==> config.mk <==
export PLATFORM = sky130hd
export DESIGN_NAME = dvm_ram
export DESIGN_NICKNAME = d
export VERILOG_FILES = /design/src/rtl/drum_voice_mixer_defines.svh /design/src/rtl/dvm_ram.sv
export SDC_FILE = /design/constraint.sdc
export NUM_CORES = 1
export LEC_CHECK = 0
export BUFFER_PORTS_ARGS = -buffer_cell sky130_fd_sc_hd__buf_2
export CAP_MARGIN = 20
export CORE_ASPECT_RATIO = 1.2
export CORE_MARGIN = 5
export CORE_UTILIZATION = 55
export DETAILED_ROUTE_END_ITERATION = 6
export GPL_TIMING_DRIVEN = 0
export PLACE_DENSITY = 0.76
export SYNTH_ARGS = -nofsm -noshare
export SYNTH_HDL_FRONTEND = slang
export SYNTH_SLANG_ARGS = --single-unit
==> constraint.sdc <==
create_clock -name clk -period 2.5 [get_ports clk]
set_input_delay 0.5 -clock clk [delete_from_list [all_inputs] [get_ports clk]]
set_output_delay 0.5 -clock clk [all_outputs]
set_load 0.1 [all_outputs]
==> src/rtl/drum_voice_mixer_defines.svh <==
// Assertion shorthands for the drum voice mixer.
// Both sample on the rising edge of clk and are off while rst is high.
`ifndef DRUM_VOICE_MIXER_DEFINES_SVH
`define DRUM_VOICE_MIXER_DEFINES_SVH

// Consequent must hold in the same cycle as the antecedent.
`define DVM_ASSERT_NOW(label, ante, cons, msg) \
  label: assert property (@(posedge clk) disable iff (rst) (ante) |-> (cons)) \
    else $error(msg);

// Consequent must hold in the cycle after the antecedent.
`define DVM_ASSERT_NEXT(label, ante, cons, msg) \
  label: assert property (@(posedge clk) disable iff (rst) (ante) |=> (cons)) \
    else $error(msg);

`endif

==> src/rtl/dvm_ram.sv <==
module dvm_ram #(
  parameter int WIDTH = 16,
  parameter int DEPTH = 16
) (
  input  logic                                   clk,
  input  logic                                   we,
  input  logic [((DEPTH > 1) ? $clog2(DEPTH) : 1)-1:0] waddr,
  input  logic [WIDTH-1:0]                       wdata,
  input  logic [((DEPTH > 1) ? $clog2(DEPTH) : 1)-1:0] raddr,
  output logic [WIDTH-1:0]                       rdata
);

  logic [WIDTH-1:0] mem [DEPTH];

  // Write port, registered read port
  always_ff @(posedge clk) begin
    if (we) begin
      mem[waddr] <= wdata;
    end
    rdata <= mem[raddr];
  end

endmodule

; ---- After elaboration in Yosys (flattened, before gate mapping)
; Memory sizes are Yosys's and may differ from the RTL's. A register that Yosys moved wholly into a read port is not among the register bits.
; Index checks and enable logic that the tools add are counted.
[totals]
output_inout_bits = 16
mem_bits_rw = 256
word_cells = 3
input_bits = 26
memories = 1
register_bits = 0
[mem_list]
columns = memory, depth, word_bits, read_ports, rd_ports_with_merged_regs, wr, line
row1 = mem, 16, 16, 1, 1, 1, dvm_ram.sv:13  ; logic [WIDTH-1:0] mem [DEPTH];
[op_classes]
muxes = 2
[op_table]
columns = cell, count
row1 = $mux W1, 2

; ---- Depth between registers and ports, before layout
[depth]
ltp_word = 2
depth_mapped = 5
mapped_depth_nobuf = 3

; ---- Worst setup path after synthesis
; Ideal clock, no wire load.
[synth_timing]
path_type = in2reg
start = input port waddr[2] (netlist bit)
end = memory mem[0][0], enable pin
setup_ns = 0.409
cell_stages = 2
arrival_time_ns = 2.146
required_ns = 2.091
n_path_buf = 0
path_slack_ns = -0.055
cell_sequence = or3b_2 > nor3_1
[synth_lines]
columns = element, line
row1 = start: declaration, dvm_ram.sv:7  ; input logic [((DEPTH > 1) ? $clog2(DEPTH) : 1)-1:0] waddr,
row2 = end: declaration, dvm_ram.sv:13
; Straight into the memory's write port.

==> results.cfg <==
[global_routing]
grt_pass1_wl_um = 30980
overflow = 0
grt_max_degree = 17
antenna_found_initial = 0
grt_pass1_vias = 4977
grt.total_usage_pct = 20.06

[critical_path]
r2r_slack_ps = 1020
worst_ep_required_time_ps = 2890
reg2reg_depth = 3
r2r-end = rdata[5]$_DFF_P_
reg2reg_from = mem[9][5]$_DFFE_PP_
critPathKind = input port to register
start_kind = input port
worstSetupEndpointType = register
critPathArrivalTime_ps = 2230
critPathMaxFanout = 10

[yosys]
synthesis.area_um2 = 10040
ys_warn_count = 0
ys_seq_area_share_pct = 79.73
synth.top_cell.area_share_pct = 76.54
synth_edf_count = 256
synth-async-reset-ratio_pct = 0
synth_cells = 432
ys.flop_type = edfxtp_1
synthTopCellsByArea = edfxtp_1, mux4_2, dfxtp_1
syn-num-nets = 458
ys_types = 19
yosysMostFrequentCell = edfxtp_1
ys_ff_latch = 272
yosys-top-cells-count = edfxtp_1, mux4_2, a22oi_1
syn_avg_cell_area_um2 = 23.25
synth_area_leader_cell = edfxtp_1

[clock_tree]
postCtsSetupRepairBufs = 0
root_buffer = clkbuf_16
cts_resized = 0
clk_latency_ps = 520
cts_num_sinks = 272
clock_path_buffers = 3
cts_tree = yes
clk_pin_slew_worst_paths_ps = 60
h-tree-depth = 1
hold_buffers = 0
cts_made_buffers = 25

[sta]
holdWs_ps = 356.2
final.min_clock_period_ps = 1840
rsz0062_at_grt = false
hold_viol = 0
finalWorstSetupSlack_ps = 660.2
tightest_slew_ps = 976.2
min_period_over_period_pct = 73.59
setup_viol = 0
max_freq_mhz = 543.5
finClkSkew_ps = 10.72
maxSlewViolCount = 0
slew-limit-headroom_pct = 34.57

[final_layout]
fin_nets = 541
antenna_cells = 0
fillCellCount = 1182
layout.cells.non_filler = 758
finalInstanceArea_um2 = 11580
drive_gt1_share_pct = 32.58
syn2layout_area_growth_pct = 15.26

[hold_path]
holdCritPathClass = input port to register
whs_path_depth = 1
worstHoldEndpoint = mem[14][12]$_DFFE_PP_
hp-start = wdata[12]

[routing]
postRouteAntennaNets = 0
dr.pass1.iters = 5
vias_per_cell = 6.286
drc = 0
wl_per_cell_um = 27.18
vias = 4765
drt-total-wl_um = 20600
first_iter_violations = 551

[place]
placed_area_um2 = 10800
pre_cts_ws_ps = 157.3
gp_congestion = 0.7491
hpwlAfterDp_um = 13130
placedCellCount = 712
port_buffers = 39

[die]
dieArea_um2 = 21070
num_rows = 54
die_w_um = 133.4
ios = 42
start_util_pct = 55.47
core_area_um2 = 18110
dieHeight_um = 158.0

[pwr]
power.density_nw_per_um2 = 810.7
total_power_uw = 9384
ir_drop_mv = 0.7596
p_leak_uw = 0.003785

[status]
status = complete, no violations

[flow_run]
cap_violations = 0
==> flip-flops by register name (all words and copies together) (netlist names) <==
register  cells
mem         256
rdata        16
==> stage by stage <==
stage,util [%],TNS (ps)
after global routing,63.93,0
after floorplan,-,0
after CTS,63.93,0
after detailed placement,59.63,0
final,63.93,0
after global placement,58.12,-80610
==> how the worst max path moves through the flow <==
stage	from	endpoint	slack [ps]
finish	raddr[1]	rdata[5]$_DFF_P_	660
global route	raddr[1]	rdata[5]$_DFF_P_	620
CTS	raddr[1]	rdata[5]$_DFF_P_	670
detailed placement	raddr[1]	rdata[13]$_DFF_P_	160
global placement	waddr[2]	mem[8][0]$_DFFE_PP_	-1080
floorplan	waddr[2]	mem[8][0]$_DFFE_PP_	250
==> cell type report <==
class	count	area, µm²	area share (%)
sequential	272	8008	69.17
multi-input combinational	139	1968	17.00
clock buffer	33	685.7	5.923
timing repair buffer	56	416.7	3.599
tap	224	280.3	2.421
buffer	21	123.9	1.070
clock inverter	13	93.84	0.8106
==> report_power, final <==
group / switching, µW / internal (µW)
registers: 26.6 / 5100
clock network: 1540 / 2030
logic: 491 / 198
total: 2060 / 7330
==> critical path, stage by stage <==
cell and delay, ps:
buf_2 230, buf_1 670, mux4_2 420, a22oi_1 300
nand2_1 100
==> cells in the final DEF, fill, tap and decap left out, drive strengths merged <==
master and instances:
dfxtp 16, nor3 4, and2 1, or3b 1, a22oi 32, bufinv 1
nand2 17, clkinv 9, nand3b 2, mux4 64, nor2b 2, edfxtp 256
nor2 13, nand2b 2, nand3 1, clkbuf 41, clkinvlp 2, buf 69
inv 1
==> layer usage <==
layer / vias up / GRT usage [%] / part of all wire [%]
met4: 0 / 7.300 / 3.6
met2: 273 / 34.78 / 52
met1: 2439 / 26.97 / 38
met3: 50 / 2.161 / 7.0
met5: - / 0 / 0
li1: 2003 / - / -
==> kinds of logic (layout without fill, tap and decap cells) <==
family	Yosys count	in the layout	share of synthesized area [%]
muxes	64	64	14.73
and+or+nand+nor	43	43	1.918
buffers and inverters	21	123	1.233
AOI/OAI and AO/OA	32	32	2.392
DFF	272	272	79.73
Note: power is estimated with default switching activity, not from simulation.
